[src/sv/rtufld_pkg.sv]
`timescale 1ns / 1ps
package rtufld_pkg;

  localparam int MAX_FRAME  = 256;
  localparam int MIN_CAP    = 4;
  localparam int CNT_W      = 9;
  localparam int MS_W       = 16;
  localparam int CFG_IDX_W  = 2;
  localparam int CFG_DATA_W = 16;

  localparam logic [MS_W-1:0]  GAP_RST   = 16'd50;
  localparam logic [MS_W-1:0]  FRAME_RST = 16'd100;
  localparam logic [CNT_W-1:0] CAP_RST   = 9'(MAX_FRAME);
  localparam logic [MS_W-1:0]  MS_MAX    = '1;

  // frame layout pieces, in bytes
  localparam logic [CNT_W-1:0] HDR_LEN   = 9'd3;
  localparam logic [CNT_W-1:0] CRC_LEN   = 9'd2;
  localparam logic [CNT_W-1:0] LEN_EXC   = 9'd5;  // addr, func, code, crc
  localparam logic [CNT_W-1:0] LEN_WRITE = 9'd6;  // addr, func, 2 data, crc
  localparam logic [CNT_W-1:0] LEN_OTHER = 9'd4;  // addr, func, crc

  typedef enum logic [1:0] {
    OP_START = 2'd0,
    OP_BYTE  = 2'd1,
    OP_TICK  = 2'd2
  } op_t;

  typedef enum logic [1:0] {
    ST_IDLE    = 2'd0,
    ST_RECV    = 2'd1,
    ST_DONE    = 2'd2,
    ST_TIMEOUT = 2'd3
  } status_t;

  localparam logic [CFG_IDX_W-1:0] CFG_BYTE_GAP   = 2'd0;
  localparam logic [CFG_IDX_W-1:0] CFG_FRAME_TIME = 2'd1;
  localparam logic [CFG_IDX_W-1:0] CFG_BUF_CAP    = 2'd2;

  localparam logic [7:0] FC_READ_COILS  = 8'h01;
  localparam logic [7:0] FC_READ_DISC   = 8'h02;
  localparam logic [7:0] FC_READ_HOLD   = 8'h03;
  localparam logic [7:0] FC_READ_INPUT  = 8'h04;
  localparam logic [7:0] FC_WRITE_COIL  = 8'h05;
  localparam logic [7:0] FC_WRITE_REG   = 8'h06;
  localparam logic [7:0] FC_WRITE_COILS = 8'h0F;
  localparam logic [7:0] FC_WRITE_REGS  = 8'h10;
  localparam logic [7:0] FC_RW_REGS     = 8'h17;
  localparam logic [7:0] FC_DEV_ID      = 8'h2B;

  typedef struct packed {
    logic start;
    logic byte_seen;
    logic tick;
  } timer_ctrl_t;

  function automatic logic [CNT_W-1:0] length_for(input logic [7:0] fc,
                                                  input logic [7:0] cnt);
    logic [CNT_W-1:0] len;
    len = LEN_OTHER;
    if (fc[7]) begin
      len = LEN_EXC;
    end else begin
      case (fc)
        FC_READ_COILS, FC_READ_DISC, FC_READ_HOLD, FC_READ_INPUT,
        FC_WRITE_COILS, FC_WRITE_REGS, FC_RW_REGS: begin
          len = HDR_LEN + {1'b0, cnt} + CRC_LEN;
        end
        FC_WRITE_COIL, FC_WRITE_REG: len = LEN_WRITE;
        FC_DEV_ID: len = LEN_EXC;
        default: len = LEN_OTHER;
      endcase
    end
    return len;
  endfunction

endpackage

[src/sv/rtufld_if.sv]
`timescale 1ns / 1ps
interface rtufld_in_if;
  logic       valid;
  logic       ready;
  logic [1:0] operation;
  logic [7:0] data_byte;

  modport source (output valid, operation, data_byte, input ready);
  modport sink (input valid, operation, data_byte, output ready);
endinterface

interface rtufld_out_if;
  logic       valid;
  logic       ready;
  logic [1:0] status;
  logic [8:0] byte_total;
  logic       byte_valid;
  logic [7:0] byte_value;
  logic [7:0] byte_position;

  modport source (output valid, status, byte_total, byte_valid, byte_value,
                  byte_position, input ready);
  modport sink (input valid, status, byte_total, byte_valid, byte_value,
                byte_position, output ready);
endinterface

[src/sv/rtufld_timer.sv]
`timescale 1ns / 1ps
module rtufld_timer
  import rtufld_pkg::*;
(
  input  logic            clk,
  input  logic            rst_n,
  input  timer_ctrl_t     ctrl,
  input  logic [MS_W-1:0] gap_limit,
  input  logic [MS_W-1:0] frame_limit,
  output logic            timeout
);

  logic [MS_W-1:0] idle_ms_r, idle_ms_nxt;
  logic [MS_W-1:0] frame_ms_r, frame_ms_nxt;
  logic [MS_W-1:0] idle_inc, frame_inc;

  // saturating increments
  assign idle_inc  = (idle_ms_r == MS_MAX) ? MS_MAX : idle_ms_r + 1'b1;
  assign frame_inc = (frame_ms_r == MS_MAX) ? MS_MAX : frame_ms_r + 1'b1;

  // a limit would be passed if a tick came in now
  assign timeout = (idle_inc > gap_limit) || (frame_inc > frame_limit);

  always_comb begin
    idle_ms_nxt  = idle_ms_r;
    frame_ms_nxt = frame_ms_r;
    if (ctrl.start) begin
      idle_ms_nxt  = '0;
      frame_ms_nxt = '0;
    end else if (ctrl.byte_seen) begin
      idle_ms_nxt = '0;
    end else if (ctrl.tick) begin
      idle_ms_nxt  = idle_inc;
      frame_ms_nxt = frame_inc;
    end
  end

  always_ff @(posedge clk) begin
    if (!rst_n) begin
      idle_ms_r  <= '0;
      frame_ms_r <= '0;
    end else begin
      idle_ms_r  <= idle_ms_nxt;
      frame_ms_r <= frame_ms_nxt;
    end
  end

endmodule

[src/sv/rtu_frame_length_detector.sv]
`timescale 1ns / 1ps
// Result register: a result appears on out_if in the cycle after its request is accepted.
// Throughput: one request per cycle; in_if.ready drops only while a result
//   waits in the result register and out_if.ready is low.
// Reset (rst_n, synchronous, active low): not receiving, counters cleared,
//   result register empty, limits back to 50 ms / 100 ms / 256 bytes.
module rtu_frame_length_detector
  import rtufld_pkg::*;
(
  input  logic                  clk,
  input  logic                  rst_n,
  rtufld_in_if.sink             in_if,
  rtufld_out_if.source          out_if,
  input  logic                  cfg_we,
  input  logic [CFG_IDX_W-1:0]  cfg_index,
  input  logic [CFG_DATA_W-1:0] cfg_data
);

  // ---------------------------------------------------------------
  // Configuration registers
  // ---------------------------------------------------------------
  logic [MS_W-1:0]  gap_limit_r;
  logic [MS_W-1:0]  frame_limit_r;
  logic [CNT_W-1:0] buf_cap_r;
  logic [CNT_W-1:0] eff_cap;

  always_ff @(posedge clk) begin
    if (!rst_n) begin
      gap_limit_r   <= GAP_RST;
      frame_limit_r <= FRAME_RST;
      buf_cap_r     <= CAP_RST;
    end else if (cfg_we) begin
      case (cfg_index)
        CFG_BYTE_GAP:   gap_limit_r   <= cfg_data;
        CFG_FRAME_TIME: frame_limit_r <= cfg_data;
        CFG_BUF_CAP:    buf_cap_r     <= cfg_data[CNT_W-1:0];
        default: ;  // unmapped index, dropped
      endcase
    end
  end

  // capacity clamped into [MIN_CAP, MAX_FRAME]
  always_comb begin
    eff_cap = buf_cap_r;
    if (buf_cap_r < CNT_W'(MIN_CAP)) eff_cap = CNT_W'(MIN_CAP);
    else if (buf_cap_r > CNT_W'(MAX_FRAME)) eff_cap = CNT_W'(MAX_FRAME);
  end

  // ---------------------------------------------------------------
  // Handshake: result register decouples the two sides
  // ---------------------------------------------------------------
  logic out_v_r;
  logic accept;

  assign in_if.ready = !out_v_r || out_if.ready;
  assign accept      = in_if.valid && in_if.ready;

  // ---------------------------------------------------------------
  // Receive state
  // ---------------------------------------------------------------
  logic             active_r, active_nxt;
  logic [CNT_W-1:0] cnt_r, cnt_nxt;
  logic [CNT_W-1:0] exp_len_r, exp_len_nxt;   // zero: not yet known
  logic [7:0]       func_r, func_nxt;

  op_t         op;
  timer_ctrl_t tmr_ctrl;
  logic        timeout;
  logic [1:0]  status;
  logic        bv;
  logic [7:0]  bval;
  logic [7:0]  bpos;
  logic [CNT_W-1:0] cnt_inc;

  assign op      = op_t'(in_if.operation);
  assign cnt_inc = cnt_r + 1'b1;

  always_comb begin
    active_nxt   = active_r;
    cnt_nxt      = cnt_r;
    exp_len_nxt  = exp_len_r;
    func_nxt     = func_r;
    tmr_ctrl     = '0;
    status       = active_r ? ST_RECV : ST_IDLE;
    bv           = 1'b0;
    bval         = '0;
    bpos         = '0;
    case (op)
      OP_START: begin
        // start (also restarts a running receive)
        active_nxt     = 1'b1;
        cnt_nxt        = '0;
        exp_len_nxt    = '0;
        func_nxt       = '0;
        tmr_ctrl.start = 1'b1;
        status         = ST_RECV;
      end
      OP_BYTE: begin
        if (active_r) begin
          bv                 = 1'b1;
          bval               = in_if.data_byte;
          bpos               = cnt_r[7:0];
          cnt_nxt            = cnt_inc;
          tmr_ctrl.byte_seen = 1'b1;
          if (cnt_inc == 9'd2) func_nxt = in_if.data_byte;
          // third byte settles the length (byte count for bulk codes)
          if (cnt_inc == 9'd3 && exp_len_r == '0)
            exp_len_nxt = length_for(func_r, in_if.data_byte);
          if ((exp_len_nxt != '0 && cnt_inc >= exp_len_nxt) || cnt_inc >= eff_cap) begin
            active_nxt = 1'b0;
            status     = ST_DONE;
          end else begin
            status = ST_RECV;
          end
        end
      end
      OP_TICK: begin
        if (active_r) begin
          tmr_ctrl.tick = 1'b1;
          if (timeout) begin
            active_nxt = 1'b0;
            status     = ST_TIMEOUT;
          end else begin
            status = ST_RECV;
          end
        end
      end
      default: ;  // unused opcode: no state change
    endcase
    if (!accept) tmr_ctrl = '0;
  end

  rtufld_timer u_timer (
    .clk         (clk),
    .rst_n       (rst_n),
    .ctrl        (tmr_ctrl),
    .gap_limit   (gap_limit_r),
    .frame_limit (frame_limit_r),
    .timeout     (timeout)
  );

  always_ff @(posedge clk) begin
    if (!rst_n) begin
      active_r  <= 1'b0;
      cnt_r     <= '0;
      exp_len_r <= '0;
      func_r    <= '0;
    end else if (accept) begin
      active_r  <= active_nxt;
      cnt_r     <= cnt_nxt;
      exp_len_r <= exp_len_nxt;
      func_r    <= func_nxt;
    end
  end

  // ---------------------------------------------------------------
  // Result register
  // ---------------------------------------------------------------
  logic [1:0]       res_status_r;
  logic [CNT_W-1:0] res_len_r;
  logic             res_bv_r;
  logic [7:0]       res_bval_r;
  logic [7:0]       res_bpos_r;

  always_ff @(posedge clk) begin
    if (!rst_n) begin
      out_v_r <= 1'b0;
    end else if (accept) begin
      out_v_r <= 1'b1;
    end else if (out_if.ready) begin
      out_v_r <= 1'b0;
    end
  end

  always_ff @(posedge clk) begin
    if (accept) begin
      res_status_r <= status;
      res_len_r    <= cnt_nxt;
      res_bv_r     <= bv;
      res_bval_r   <= bval;
      res_bpos_r   <= bpos;
    end
  end

  assign out_if.valid         = out_v_r;
  assign out_if.status        = res_status_r;
  assign out_if.byte_total    = res_len_r;
  assign out_if.byte_valid    = res_bv_r;
  assign out_if.byte_value    = res_bval_r;
  assign out_if.byte_position = res_bpos_r;

`ifndef SYNTHESIS
  // a stored byte is only ever reported while receiving or on completion
  a_byte_status: assert property (@(posedge clk) disable iff (!rst_n)
    out_v_r && res_bv_r |-> (res_status_r == ST_RECV || res_status_r == ST_DONE))
    else $error("byte reported with idle or timeout status");

  // a start request always leaves the block receiving
  a_start_active: assert property (@(posedge clk) disable iff (!rst_n)
    accept && in_if.operation == OP_START |=> active_r)
    else $error("start did not open a receive");

  // capacity bounds the byte count
  a_cnt_bound: assert property (@(posedge clk) disable iff (!rst_n)
    cnt_r <= CNT_W'(MAX_FRAME))
    else $error("byte count beyond frame maximum");

  // an empty result register never blocks requests
  a_ready_free: assert property (@(posedge clk) disable iff (!rst_n)
    !out_v_r |-> in_if.ready)
    else $error("request blocked with empty result register");
`endif

endmodule
[src/flat_wrapper.sv]
// flat-port wrapper written by rule: the top's interface ports become plain ports
module rtu_frame_length_detector_flat import rtufld_pkg::*;
  (clk, rst_n, cfg_we, cfg_index, cfg_data, in_if_valid, in_if_operation, in_if_data_byte, in_if_ready, out_if_valid, out_if_status, out_if_byte_total, out_if_byte_valid, out_if_byte_value, out_if_byte_position, out_if_ready);
  rtufld_in_if in_if_i ();
  rtufld_out_if out_if_i ();
  input  logic clk;
  input  logic rst_n;
  input  logic cfg_we;
  input  logic [CFG_IDX_W-1:0] cfg_index;
  input  logic [CFG_DATA_W-1:0] cfg_data;
  input wire logic [$bits(in_if_i.valid)-1:0] in_if_valid;
  input wire logic [$bits(in_if_i.operation)-1:0] in_if_operation;
  input wire logic [$bits(in_if_i.data_byte)-1:0] in_if_data_byte;
  output wire logic [$bits(in_if_i.ready)-1:0] in_if_ready;
  output wire logic [$bits(out_if_i.valid)-1:0] out_if_valid;
  output wire logic [$bits(out_if_i.status)-1:0] out_if_status;
  output wire logic [$bits(out_if_i.byte_total)-1:0] out_if_byte_total;
  output wire logic [$bits(out_if_i.byte_valid)-1:0] out_if_byte_valid;
  output wire logic [$bits(out_if_i.byte_value)-1:0] out_if_byte_value;
  output wire logic [$bits(out_if_i.byte_position)-1:0] out_if_byte_position;
  input wire logic [$bits(out_if_i.ready)-1:0] out_if_ready;
  assign in_if_i.valid = in_if_valid;
  assign in_if_i.operation = in_if_operation;
  assign in_if_i.data_byte = in_if_data_byte;
  assign in_if_ready = in_if_i.ready;
  assign out_if_valid = out_if_i.valid;
  assign out_if_status = out_if_i.status;
  assign out_if_byte_total = out_if_i.byte_total;
  assign out_if_byte_valid = out_if_i.byte_valid;
  assign out_if_byte_value = out_if_i.byte_value;
  assign out_if_byte_position = out_if_i.byte_position;
  assign out_if_i.ready = out_if_ready;
  rtu_frame_length_detector u_core (.clk(clk), .rst_n(rst_n), .in_if(in_if_i), .out_if(out_if_i), .cfg_we(cfg_we), .cfg_index(cfg_index), .cfg_data(cfg_data));
endmodule
[config.mk]
export PLATFORM = sky130hd
export DESIGN_NAME = rtu_frame_length_detector_flat
export DESIGN_NICKNAME = d
export VERILOG_FILES = /design/src/sv/rtufld_pkg.sv /design/src/sv/rtufld_if.sv /design/src/sv/rtufld_timer.sv /design/src/sv/rtu_frame_length_detector.sv /design/src/flat_wrapper.sv
export SDC_FILE = /design/constraint.sdc
export NUM_CORES = 1
export LEC_CHECK = 0
export BUFFER_PORTS_ARGS = -buffer_cell sky130_fd_sc_hd__buf_4
export CAP_MARGIN = 20
export CORE_ASPECT_RATIO = 0.75
export CORE_MARGIN = 2
export CORE_UTILIZATION = 56
export CTS_BUF_LIST = sky130_fd_sc_hd__clkbuf_4 sky130_fd_sc_hd__clkbuf_8
export DETAILED_ROUTE_END_ITERATION = 7
export HOLD_SLACK_MARGIN = 0.08
export MAX_ROUTING_LAYER = met4
export PLACE_DENSITY = 0.76
export SLEW_MARGIN = 40
export SYNTH_ARGS = -nofsm -noshare
export SYNTH_HDL_FRONTEND = slang
export SYNTH_SLANG_ARGS = --single-unit
export TNS_END_PERCENT = 1
[constraint.sdc]
create_clock -name clk -period 11.6 [get_ports clk]
set_clock_uncertainty 0.1 [all_clocks]
set_input_delay 0.58 -clock clk [delete_from_list [all_inputs] [get_ports clk]]
set_output_delay 0.58 -clock clk [all_outputs]
set_load 0.005 [all_outputs]
==> impl_metrics.csv <==
group,metric,value,unit
outcome,status,"completed",
sta,max_slew_margin,50.3,%
global_routing,use_met2,33.5,%
yosys,yosysMostFrequentCell,"nand2_1",
floorplanning,std_cell_rows,36,
global_routing,grt_usage,25.5,%
placed_design,dp_hpwl,12.5,mm
critical_path,critPathMaxFanout,22,
placed_design,place_congestion,0.883,
detailed_routing,postRouteWirelength,17.7,mm
power_and_ir_drop,cellPowerDensity,111,nW/um2
yosys,ys_seq_elements,129,
cells_and_area,layout-drive-gt1-share,12.0,%
sta,hold_viol_final,0,
yosys,yosys.area.top_type,"dfxtp_1",
critical_path,crit_required,11.69,ns
sta,worst_pin_slew,0.745,ns
clock_network,cts_tree,"yes",
floorplanning,die_area,14600,um2
floorplanning,fp.dieW,139,um
yosys,synth_edf_count,28,
clock_network,cts_resized,0,
power_and_ir_drop,peakVddDrop,0.0739,mV
cells_and_area,fin_nets,1058,
yosys,synth.cells.most_frequent,"nand2_1, dfxtp_1, a21oi_1, nor2_1, ha_1",
placed_design,port_buffers,62,
cells_and_area,seqCellArea,2860,um2
sta,setup_viol,0,
hold_path,hp-class,"in2reg",
critical_path,critPathLaunchType,"flop",
clock_network,clkLatencyLatePin,0.46,ns
sta,period_share,37.5,%
sta,period_needed,4.35,ns
global_routing,use_met1,38.9,%
floorplanning,core_area,13200,um2
yosys,syn_inst,935,
cells_and_area,n_fill_cell,1152,
clock_network,numCtsBuffers,17,
global_routing,grt_overflow,0,
detailed_routing,drc,0,
cells_and_area,diodes,0,
global_routing,use_met3,5.45,%
yosys,synth_ff_type,"dfxtp_1",
sta,setup_tns,0,ns
power_and_ir_drop,leakagePower,3.53,nW
yosys,ys_top_cells_by_area,"dfxtp_1, edfxtp_1, ha_1",
cells_and_area,multiInputGateArea,4360,um2
floorplanning,die_h,105,um
yosys,yosysSeqAreaShare,37.5,%
detailed_routing,dr.pass1.iters,5,
critical_path,end_kind,"flop",
clock_network,cts-htree-levels,4,
clock_network,cts.sinks,129,
yosys,avgSynthCellArea,8.16,um2
floorplanning,initial_core_util,58.0,%
sta,rsz0062_at_grt,"false",
detailed_routing,viasPerCell,5.74,
sta,finalMaxSlewViolations,0,
global_routing,grt_pass1_vias,5789,
detailed_routing,drt_iter0_drc,584,
global_routing,grt.busiest_layer,"met1",
critical_path,crit_arrival,4.44,ns
flow_run,drv_cap,0,
critical_path,critPathKind,"reg2reg",
yosys,synth_top_cell_area_share,26.5,%
cells_and_area,area_growth,11.2,%
placed_design,pre_cts_ws,7.35,ns
detailed_routing,wl_per_cell,15.4,um
global_routing,grt_max_degree,64,
global_routing,grt_pass1_wl,29.3,mm
detailed_routing,vias,6595,
clock_network,cts_root_buf,"clkbuf_8",
yosys,async_flop_share,0,%
floorplanning,io_pins,63,
yosys,yosys_warnings,0,
yosys,syn_nets,1028,
clock_network,post-cts-setup-buffers,0,
yosys,yosys.cell_types.count,66,
clock_network,cts-hold-fix-buffers,0,
global_routing,antenna_found_initial,0,
sta,layout_setup_ws,7.25,ns
clock_network,cts_max_path_buffers,2,
yosys,netlist_area,7630,um2
sta,max_freq,0.230,GHz
detailed_routing,drtAntennaViolNets,0,
clock_network,clk_pin_slew,0.07,ns
critical path, cell delays in order (launching register included):
cell and delay (ns):
dfxtp_1 0.42, ha_1 0.27, and3_4 0.23, and3_4 0.21, and3_1 0.26, and4_4 0.29, nand4_4 0.30, nand2_1 0.15
ha_1 0.26, a21oi_1 0.17, nor2_1 0.05, a2111oi_0 0.35, o21ai_0 0.15, o21ai_0 0.43, o21ai_0 0.21, o21ai_0 0.19
a21oi_1 0.06
per-layer routing:
metal | wire (um) | part of all wire, % | vias to the layer above
li1 | - | - | 3358
met1 | 8980 | 51 | 3033
met2 | 7240 | 41 | 193
met3 | 1340 | 7.5 | 11
met4 | 163 | 0.92 | 0
met5 | 0 | 0 | -
registers in the layout, summed over array words and instances, names as in the netlist, 8 cells and up:
signal	flops
u_core.frame_limit_r	16
u_core.gap_limit_r	16
u_core.u_timer.frame_ms_r	16
u_core.u_timer.idle_ms_r	16
u_core.buf_cap_r	9
u_core.cnt_r	9
u_core.exp_len_r	9
u_core.out_if.byte_total	9
u_core.func_r	8
u_core.out_if.byte_position	8
u_core.out_if.byte_value	8
kinds of logic (layout without fill, tap and decap cells):
| logic type | Yosys count | count (layout) | share of synthesized area, % |
|---|---|---|---|
| compound gates | 221 | 221 | 18.0 |
| buf+inv | 104 | 147 | 5.56 |
| mux | 12 | 12 | 1.61 |
| fa+ha+maj | 60 | 60 | 9.84 |
| flops | 129 | 129 | 37.5 |
| xor+xnor | 38 | 38 | 4.36 |
| simple gates | 371 | 371 | 23.1 |
area by class of cell:
| class | instances | share of cell area [%] |
|---|---|---|
| well taps | 171 | 2.52 |
| clock buffers | 27 | 4.08 |
| repair buffers | 65 | 5.75 |
| flip-flops and latches | 129 | 33.7 |
| clock inverters | 5 | 0.310 |
| inverters | 50 | 2.21 |
| multi-input cells | 702 | 51.4 |
placed cells by master (no fill, tap or decap), drive strengths merged, types with 3 or more instances in the layout:
cell type,instances
nor2b,6
a21oi,99
inv,50
nor3,17
xnor2,26
o41ai,3
a21o,8
nand4,12
and2,7
a211oi,6
nand2,148
xor2,12
a311oi,13
o21ai,41
a211o,5
o31ai,4
clkinv,5
edfxtp,28
o21a,6
a31oi,5
buf,65
ha,60
nor4,6
or3,3
nand2b,15
nand3,36
o211ai,9
dfxtp,101
a2bb2oi,5
and3,32
mux2i,10
nor2,73
clkbuf,27
or4,5
stage by stage:
step                      hold WS (ns)  utilization (%)  power, mW  cells  area, um2
after global placement           0.342             61.6      0.582   1117       8100
after CTS                        0.254             64.5      0.947   1149       8490
after global routing             0.259             64.5      0.979   1149       8490
final                            0.281             64.5      0.941   1149       8490
after detailed placement         0.348             61.7      0.584   1117       8110
after floorplan                  0.336                -      0.546    935       7630
power by group:
part	switching [mW]	total, mW	internal (mW)
Clock	0.175	0.365	0.190
Sequential	0.0105	0.482	0.472
Combinational	0.0555	0.0932	0.0377
Total	0.241	0.941	0.700
worst paths after layout:
| path | startpoint | end | slack (ns) | depth (start not counted) |
|---|---|---|---|---|
| worst max-delay path | u_core.u_timer.frame_ms_r[0] | u_core.out_if.status[1] | 7.25 | 16 |
| worst min-delay path | in_if_valid | u_core.out_if.valid | 0.28 | 3 |
| worst max register to register | u_core.u_timer.frame_ms_r[0] | u_core.out_if.status[1] | 7.25 | 16 |
| worst min register to register | u_core.gap_limit_r[13] | u_core.gap_limit_r[13] | 0.35 | 2 |
Power figures use the tool's default switching activity.
